## src/rtl/core/lfu_pkg.sv

```systemverilog
// Shared constants for the LFU cache table.
// No dependencies.
package lfu_pkg;
    localparam int ENTRIES_DEF = 16;
    localparam int KEY_W       = 32;
    localparam int VAL_W       = 31;
    localparam int CNT_W       = 16;
    localparam int CAP_W       = 5;
    localparam logic [CNT_W-1:0] COUNT_MAX = 16'hFFFF;
    localparam logic [CAP_W-1:0] CAP_RESET = 5'd16;
    localparam logic [1:0] REG_CAPACITY = 2'd0;
    localparam logic CMD_GET = 1'b0;
    localparam logic CMD_PUT = 1'b1;
endpackage

```

## src/rtl/core/lfu_cache_table.sv

```systemverilog
// LFU cache table top level: APB config, stream channels, scan sequencer.
// Uses lfu_pkg. Key, value, count and rank sit in one synchronous memory.
//
// Usage: s_axis carries one operation per item: tdata = {value, key, cmd}.
// m_axis returns one result per item: tdata = {evicted_key, evicted,
// read_value, found}. Every item starts with a scan pass that reads each
// slot of the entry memory (one read a cycle), then a decide step. A get
// that misses then posts its result. Any other item runs a second pass
// that rewrites the recency ranks, then writes the touched or inserted
// entry and posts the result. Results sit in an output register; the
// next item is accepted while a result waits, and the sequencer holds
// its write of a new result until the old one is taken.
// Reset (synchronous, active low) clears valid bits, occupancy and the
// capacity register (to 16); no clearing pass is needed.
// Capacity is at byte address 0 of the APB port; pready is always high.
module lfu_cache_table #(
    parameter int ENTRIES = lfu_pkg::ENTRIES_DEF
) (
    input  logic        i_clk,
    input  logic        i_rst_n,
    input  logic        psel,
    input  logic        penable,
    input  logic        pwrite,
    input  logic [2:0]  paddr,
    input  logic [31:0] pwdata,
    output logic [31:0] prdata,
    output logic        pready,
    input  logic        s_axis_tvalid,
    output logic        s_axis_tready,
    input  logic [63:0] s_axis_tdata,   // cmd[0], key[32:1], value[63:33]
    output logic        m_axis_tvalid,
    input  logic        m_axis_tready,
    output logic [71:0] m_axis_tdata    // found[0], read_value[31:1],
                                        // evicted[32], evicted_key[64:33]
);
    import lfu_pkg::*;
    localparam int IW = (ENTRIES > 1) ? $clog2(ENTRIES) : 1;
    localparam int OW = $clog2(ENTRIES + 1);

    typedef struct packed {
        logic [KEY_W-1:0] key;
        logic [VAL_W-1:0] data;
        logic [CNT_W-1:0] cnt;
        logic [IW-1:0]    rank;
    } t_entry;

    typedef enum logic [2:0] {S_IDLE, S_SCAN, S_DEC, S_FIX, S_WR, S_OUT} t_state;

    t_entry          mem [ENTRIES];
    logic [ENTRIES-1:0] r_valid;
    logic [OW-1:0]   r_occ;
    logic [CAP_W-1:0] r_cap;
    t_state          r_state;
    logic [OW-1:0]   r_idx;
    logic [IW-1:0]   r_rdaddr;
    t_entry          r_rd;
    logic            r_cmd;
    logic [KEY_W-1:0] r_key;
    logic [VAL_W-1:0] r_val;
    logic            r_hit;
    logic [IW-1:0]   r_hslot;
    t_entry          r_hent;
    logic            r_vfound;
    logic [IW-1:0]   r_vslot;
    t_entry          r_vent;
    logic            r_ffound;
    logic [IW-1:0]   r_fslot;
    logic            r_ev;
    logic [IW-1:0]   r_rmrank;    // rank removed from the order
    logic            r_dorm;      // a rank shift is needed
    logic            r_ovalid;
    logic [71:0]     r_odata;
    logic            r_wen;
    logic [IW-1:0]   r_waddr;
    t_entry          r_wdata;

    logic [OW-1:0] eff_cap;
    always_comb begin
        eff_cap = (r_cap == '0) ? OW'(1) :
                  ({27'd0, r_cap} > ENTRIES) ? OW'(ENTRIES) : OW'(r_cap);
    end

    logic          do_ev;
    logic [IW-1:0] ins_slot;
    logic [CNT_W-1:0] hit_cnt;
    assign do_ev    = !r_hit && r_cmd == CMD_PUT && r_occ >= eff_cap && r_vfound;
    assign ins_slot = (r_ffound && (!r_ev || r_fslot < r_vslot)) ? r_fslot : r_vslot;
    assign hit_cnt  = (r_hent.cnt == COUNT_MAX) ? COUNT_MAX : r_hent.cnt + CNT_W'(1);

    assign pready = 1'b1;
    assign prdata = (paddr[2:2] == REG_CAPACITY[0:0]) ? {27'd0, r_cap} : 32'd0;

    always_ff @(posedge i_clk) begin
        if (!i_rst_n) r_cap <= CAP_RESET;
        else if (psel && penable && pwrite && paddr[2:2] == REG_CAPACITY[0:0])
            r_cap <= pwdata[CAP_W-1:0];
    end

    always_ff @(posedge i_clk) begin
        if (r_wen) mem[r_waddr] <= r_wdata;
        r_rd <= mem[r_rdaddr];
    end

    assign s_axis_tready = (r_state == S_IDLE);
    assign m_axis_tvalid = r_ovalid;
    assign m_axis_tdata  = r_odata;

    always_ff @(posedge i_clk) begin
        if (!i_rst_n) begin
            r_state <= S_IDLE; r_valid <= '0; r_occ <= '0;
            r_ovalid <= 1'b0; r_wen <= 1'b0;
            r_rdaddr <= '0; r_idx <= '0;
        end else begin
            r_wen <= 1'b0;
            if (m_axis_tvalid && m_axis_tready) r_ovalid <= 1'b0;
            case (r_state)
                S_IDLE: if (s_axis_tvalid) begin
                    r_cmd <= s_axis_tdata[0];
                    r_key <= s_axis_tdata[32:1];
                    r_val <= s_axis_tdata[63:33];
                    r_hit <= 1'b0; r_vfound <= 1'b0; r_ffound <= 1'b0;
                    r_rdaddr <= (ENTRIES == 1) ? '0 : IW'(1);
                    r_idx <= '0;
                    r_state <= S_SCAN;
                end
                S_SCAN: begin
                    // r_rd is slot r_idx
                    if (r_valid[r_idx[IW-1:0]]) begin
                        if (r_rd.key == r_key && !r_hit) begin
                            r_hit <= 1'b1; r_hslot <= r_idx[IW-1:0]; r_hent <= r_rd;
                        end
                        if (!r_vfound || r_rd.cnt < r_vent.cnt ||
                            (r_rd.cnt == r_vent.cnt && r_rd.rank < r_vent.rank)) begin
                            r_vfound <= 1'b1; r_vslot <= r_idx[IW-1:0]; r_vent <= r_rd;
                        end
                    end else if (!r_ffound) begin
                        r_ffound <= 1'b1; r_fslot <= r_idx[IW-1:0];
                    end
                    if (r_idx == OW'(ENTRIES-1)) begin
                        r_rdaddr <= '0;
                        r_state <= S_DEC;
                    end else begin
                        r_rdaddr <= (r_rdaddr == IW'(ENTRIES-1)) ? '0 : r_rdaddr + IW'(1);
                        r_idx <= r_idx + OW'(1);
                    end
                end
                S_DEC: begin
                    r_idx <= '0; r_rdaddr <= (ENTRIES == 1) ? '0 : IW'(1);
                    r_ev <= do_ev;
                    r_dorm <= r_hit || do_ev;
                    r_rmrank <= r_hit ? r_hent.rank : r_vent.rank;
                    if (do_ev) begin
                        r_valid[r_vslot] <= 1'b0; r_occ <= r_occ - OW'(1);
                    end
                    r_state <= (r_hit || r_cmd == CMD_PUT) ? S_FIX : S_OUT;
                end
                S_FIX: begin
                    // shift ranks above the removed one
                    if (r_dorm && r_valid[r_idx[IW-1:0]] &&
                        !(r_hit && r_idx[IW-1:0] == r_hslot) && r_rd.rank > r_rmrank) begin
                        r_wen <= 1'b1; r_waddr <= r_idx[IW-1:0];
                        r_wdata <= '{key: r_rd.key, data: r_rd.data, cnt: r_rd.cnt,
                                     rank: r_rd.rank - IW'(1)};
                    end
                    r_rdaddr <= (r_rdaddr == IW'(ENTRIES-1)) ? '0 : r_rdaddr + IW'(1);
                    if (r_idx == OW'(ENTRIES-1)) r_state <= S_WR;
                    else r_idx <= r_idx + OW'(1);
                end
                S_WR: begin
                    // write the touched or inserted entry
                    r_state <= S_OUT;
                    if (r_hit) begin
                        r_wen <= 1'b1; r_waddr <= r_hslot;
                        r_wdata <= '{key: r_hent.key,
                                     data: (r_cmd == CMD_PUT) ? r_val : r_hent.data,
                                     cnt: hit_cnt, rank: IW'(r_occ - OW'(1))};
                    end else if (r_ev || r_ffound) begin
                        r_wen <= 1'b1;
                        r_waddr <= ins_slot;
                        r_valid[ins_slot] <= 1'b1;
                        r_wdata <= '{key: r_key, data: r_val, cnt: CNT_W'(1),
                                     rank: IW'(r_occ)};
                        r_occ <= r_occ + OW'(1);
                    end
                end
                S_OUT: if (!r_ovalid || m_axis_tready) begin
                    r_ovalid <= 1'b1;
                    r_odata <= {7'd0, (r_ev ? r_vent.key : 32'd0), r_ev,
                                ((r_hit && r_cmd == CMD_GET) ? r_hent.data : 31'd0), r_hit};
                    r_rdaddr <= '0;
                    r_state <= S_IDLE;
                end
                default: r_state <= S_IDLE;
            endcase
        end
    end

    a_occ: assert property (@(posedge i_clk) disable iff (!i_rst_n)
        r_occ <= OW'(ENTRIES)) else $error("occupancy overflow");
    a_cnt: assert property (@(posedge i_clk) disable iff (!i_rst_n)
        $countones(r_valid) == int'(r_occ) || r_state == S_FIX)
        else $error("valid count mismatch");
    a_one: assert property (@(posedge i_clk) disable iff (!i_rst_n)
        (r_ovalid && !m_axis_tready) |=> r_ovalid) else $error("result lost");
endmodule

```

## config.mk

```make
export PLATFORM = sky130hd
export DESIGN_NAME = lfu_cache_table
export DESIGN_NICKNAME = d
export VERILOG_FILES = /design/src/rtl/core/lfu_pkg.sv /design/src/rtl/core/lfu_cache_table.sv
export SDC_FILE = /design/constraint.sdc
export NUM_CORES = 2
export LEC_CHECK = 0
export BUFFER_PORTS_ARGS = -buffer_cell sky130_fd_sc_hd__buf_2
export CORE_MARGIN = 1.5
export CORE_UTILIZATION = 40
export DETAILED_ROUTE_END_ITERATION = 12
export PLACE_DENSITY = 0.54
export SLEW_MARGIN = 20
export SYNTH_ARGS = -nofsm -noshare
export SYNTH_HDL_FRONTEND = slang
export SYNTH_SLANG_ARGS = --single-unit
export TNS_END_PERCENT = 20
```

## constraint.sdc

```tcl
create_clock -name i_clk -period 20.1 [get_ports i_clk]
set_input_delay 2.01 -clock i_clk [delete_from_list [all_inputs] [get_ports i_clk]]
set_output_delay 2.01 -clock i_clk [all_outputs]
set_load 0.01 [all_outputs]
```

==> flow_summary_export.csv <==
group,metric,value,unit
global_routing,grt_pass1_vias,32721,
global_routing,grt_usage,18.4,%
worst_setup_path,crit_path_max_incr_delay,810,ps
timing,drv_slew,0,
cts,cts_root_buf,"clkbuf_16",
place,dp_hpwl,81700,µm
yosys,postSynthCellCount,3228,
cts,post-cts-setup-buffer-count,0,
worst_setup_path,startpoint,"i_rst_n",
timing,fmax,211,MHz
final_layout,layout-drive-gt1-share,26.0,%
cts,cts_resized,0,
worst_setup_path,critPathKind,"input port to flip-flop",
worst_setup_path,crit_chain,"buf_2 -> buf_4 -> nand2b_1 -> nand2b_1 -> nand2b_1 -> nor4_2 -> buf_4 -> buf_4",
floorplan,dieWidth,418,µm
drt,wl_per_cell,27.2,µm
timing,fin_tns_setup,0,ps
cts,insertion_delay,820,ps
global_routing,antenna_found_initial,2,
cts,numCtsBuffers,188,
floorplan,start_util,40.4,%
cts,ctsHoldBuffers,0,
timing,post-route-period-util,23.6,%
worst_setup_path,crit_family,"buffers and inverters",
cts,cts_htree_levels,4,
place,io_buffers,148,
final_layout,final_common_cell,"edfxtp_1",
floorplan,core_area,170000,µm²
final_layout,syn2layout_area_growth,14.0,%
global_routing,grt_first_pass_wirelength,232000,µm
worst_hold_path,hold_path_class,"flip-flop to flip-flop",
final_layout,finalNonFillerCells,5869,
timing,finClkSkew,28.1,ps
drt,routed_via_density,5.41,
pwr,power_leakage,25.1,nW
yosys,syn_area,68800,µm²
timing,worstMarginPinSlew,1070,ps
yosys,yosysWarnings,0,
yosys,ys_ff_latch,1823,
place,gp_congestion,0.786,
drt,wl_met2,78900,µm
drt,wl_met1,70000,µm
worst_setup_path,r2r_end,"r_vfound",
drt,antenna_left,0,
drt,top_layer_used,"met4",
timing,rsz0062_at_grt,"no",
timing,max_slew_margin,28.4,%
worst_setup_path,start_kind,"input port",
drt,drc,0,
yosys,synthFlopType,"edfxtp_1",
worst_setup_path,slowest_stage,"buf_4",
yosys,synth_cell_types,64,
worst_setup_path,crit_end,"r_hent[40]",
floorplan,dieHeight,418,µm
pwr,ir_drop,96.3,µV
final_layout,fin_nets,3625,
place,dp.cells,5509,
yosys,synthArstFlopShare,0,%
floorplan,rows,151,
final_layout,mostFrequentLayoutCells,"edfxtp_1 (1700), mux4_2 (419), clkbuf_16 (192)",
worst_setup_path,r2r_slack,15920,ps
drt,drtIter0Drc,2804,
floorplan,ios,213,
drt,dr.pass1.iters,5,
status,status,"finished clean",
worst_setup_path,cp_data_required_time,20530,ps
drt,wl,159000,µm
worst_setup_path,cp-end-kind,"flip-flop",
timing,hold_violations,0,
flow_run,drv_cap,0,
worst_setup_path,crit_fanout,45,
floorplan,dieArea,174000,µm²
yosys,avgSynthCellArea,21.3,µm²
yosys,synth_edf_count,1700,
timing,hold_ws,431,ps
global_routing,grt_overflow,0,
drt,wl_met3,7380,µm
cts,path_clk_slew,60,ps
worst_setup_path,cp.arrival,5180,ps
cts,cts_tree,"built",
worst_setup_path,reg2reg_depth,9,
pwr,power_density,100,nW/µm²
timing,setup_viol,0,
drt,vias,31750,
final_layout,fin_util,46.1,%
cts,clkSinkCount,1823,
worst_setup_path,cp_num_buf_inv,4,
timing,min_period,4750,ps
yosys,ys_seq_area_share,77.8,%
cts,clockBufferDepth,3,
global_routing,grt_max_degree,142,
worst_setup_path,cp.depth,8,
worst_setup_path,r2r_start,"r_vent[18]",
-- per-layer routing --
layer,GRT usage [%],vias up
met2,30.4,791
met4,4.71,0
met3,2.81,211
li1,-,13690
met1,25.8,17058
met5,0,-
-- synthesized netlist by cell type, types with 5 or more instances --
cell type | count | share of area (%)
a21o_1 | 13 | 0.14
a21oi_1 | 79 | 0.57
a31oi_1 | 7 | 0.064
a32o_1 | 12 | 0.17
and2_1 | 70 | 0.64
and3_1 | 13 | 0.12
buf_1 | 13 | 0.071
buf_2 | 40 | 0.29
buf_4 | 35 | 0.38
buf_6 | 6 | 0.098
clkbuf_1 | 92 | 0.50
dfxtp_1 | 123 | 3.6
edfxtp_1 | 1700 | 74
ha_1 | 38 | 0.69
inv_1 | 39 | 0.21
mux2i_1 | 39 | 0.57
mux4_2 | 419 | 14
nand2_1 | 117 | 0.64
nand2b_1 | 12 | 0.11
nand3_1 | 27 | 0.20
nand4_1 | 13 | 0.12
nor2_1 | 48 | 0.26
nor2b_1 | 22 | 0.20
nor3_1 | 22 | 0.16
nor4_1 | 10 | 0.091
o211ai_1 | 8 | 0.087
o21ai_0 | 96 | 0.70
xnor2_1 | 5 | 0.064
xor2_1 | 53 | 0.67
-- cell type report --
| class | instances | area [µm²] |
|---|---|---|
| clock buffer | 264 | 5330 |
| inverter | 39 | 156 |
| clock inverter | 94 | 853 |
| tap | 2218 | 2780 |
| antenna | 2 | 5.00 |
| timing repair buffer | 216 | 1300 |
| sequential | 1823 | 53500 |
| fill | 14163 | 91600 |
| multi-input combinational | 1213 | 14500 |
-- sequential cells by signal, indices dropped and copies added, names as in the netlist, 3 cells and up --
register / count
r_rmrank: 4
r_wdata: 83
r_state: 3
r_key: 32
r_idx: 5
r_fslot: 4
r_occ: 5
r_val: 31
mem: 1328
r_rd: 83
r_hent: 83
r_cap: 5
m_axis_tdata: 65
r_hslot: 4
r_rdaddr: 4
r_waddr: 4
r_vent: 52
r_vslot: 4
r_valid: 16
-- cells by family after synthesis --
logic type | Yosys count | share of synthesized area [%]
flops | 1823 | 77.8
mux | 459 | 14.3
simple gates | 372 | 2.73
compound gates | 251 | 2.16
buf+inv | 225 | 1.56
xor+xnor | 58 | 0.739
fa+ha+maj | 38 | 0.691
other cells | 2 | 0.0109
-- where the power goes --
| part | leakage [nW] | switching, mW | internal, mW | total, mW |
|---|---|---|---|---|
| clock network | 3.03 | 1.46 | 2.00 | 3.46 |
| registers | 16.3 | 0.0247 | 4.12 | 4.14 |
| logic | 5.76 | 0.112 | 0.128 | 0.240 |
-- through the flow --
stage / setup slack (ps) / instance area (µm²) / total power [mW]
after CTS: 15360 / 78400 / 7.93
after floorplan: 8130 / 68900 / 4.41
after global placement: 14520 / 72200 / 4.47
final: 15350 / 78400 / 7.84
after global routing: 15200 / 78400 / 8.08
after detailed placement: 14490 / 72200 / 4.47
-- how the worst min path moves through the flow --
stage / startpoint / end / slack [ps] / cells after the start
after floorplan: r_rd[20] / r_hent[20] / 410 / 0
after global placement: r_rd[33] / r_hent[33] / 410 / 0
after detailed placement: r_rd[41] / r_hent[41] / 420 / 0
after CTS: r_rd[41] / r_hent[41] / 430 / 0
after global routing: r_rd[41] / r_hent[41] / 430 / 0
final: r_rd[41] / r_hent[41] / 430 / 0
Note: power is estimated with default switching activity, not from simulation.
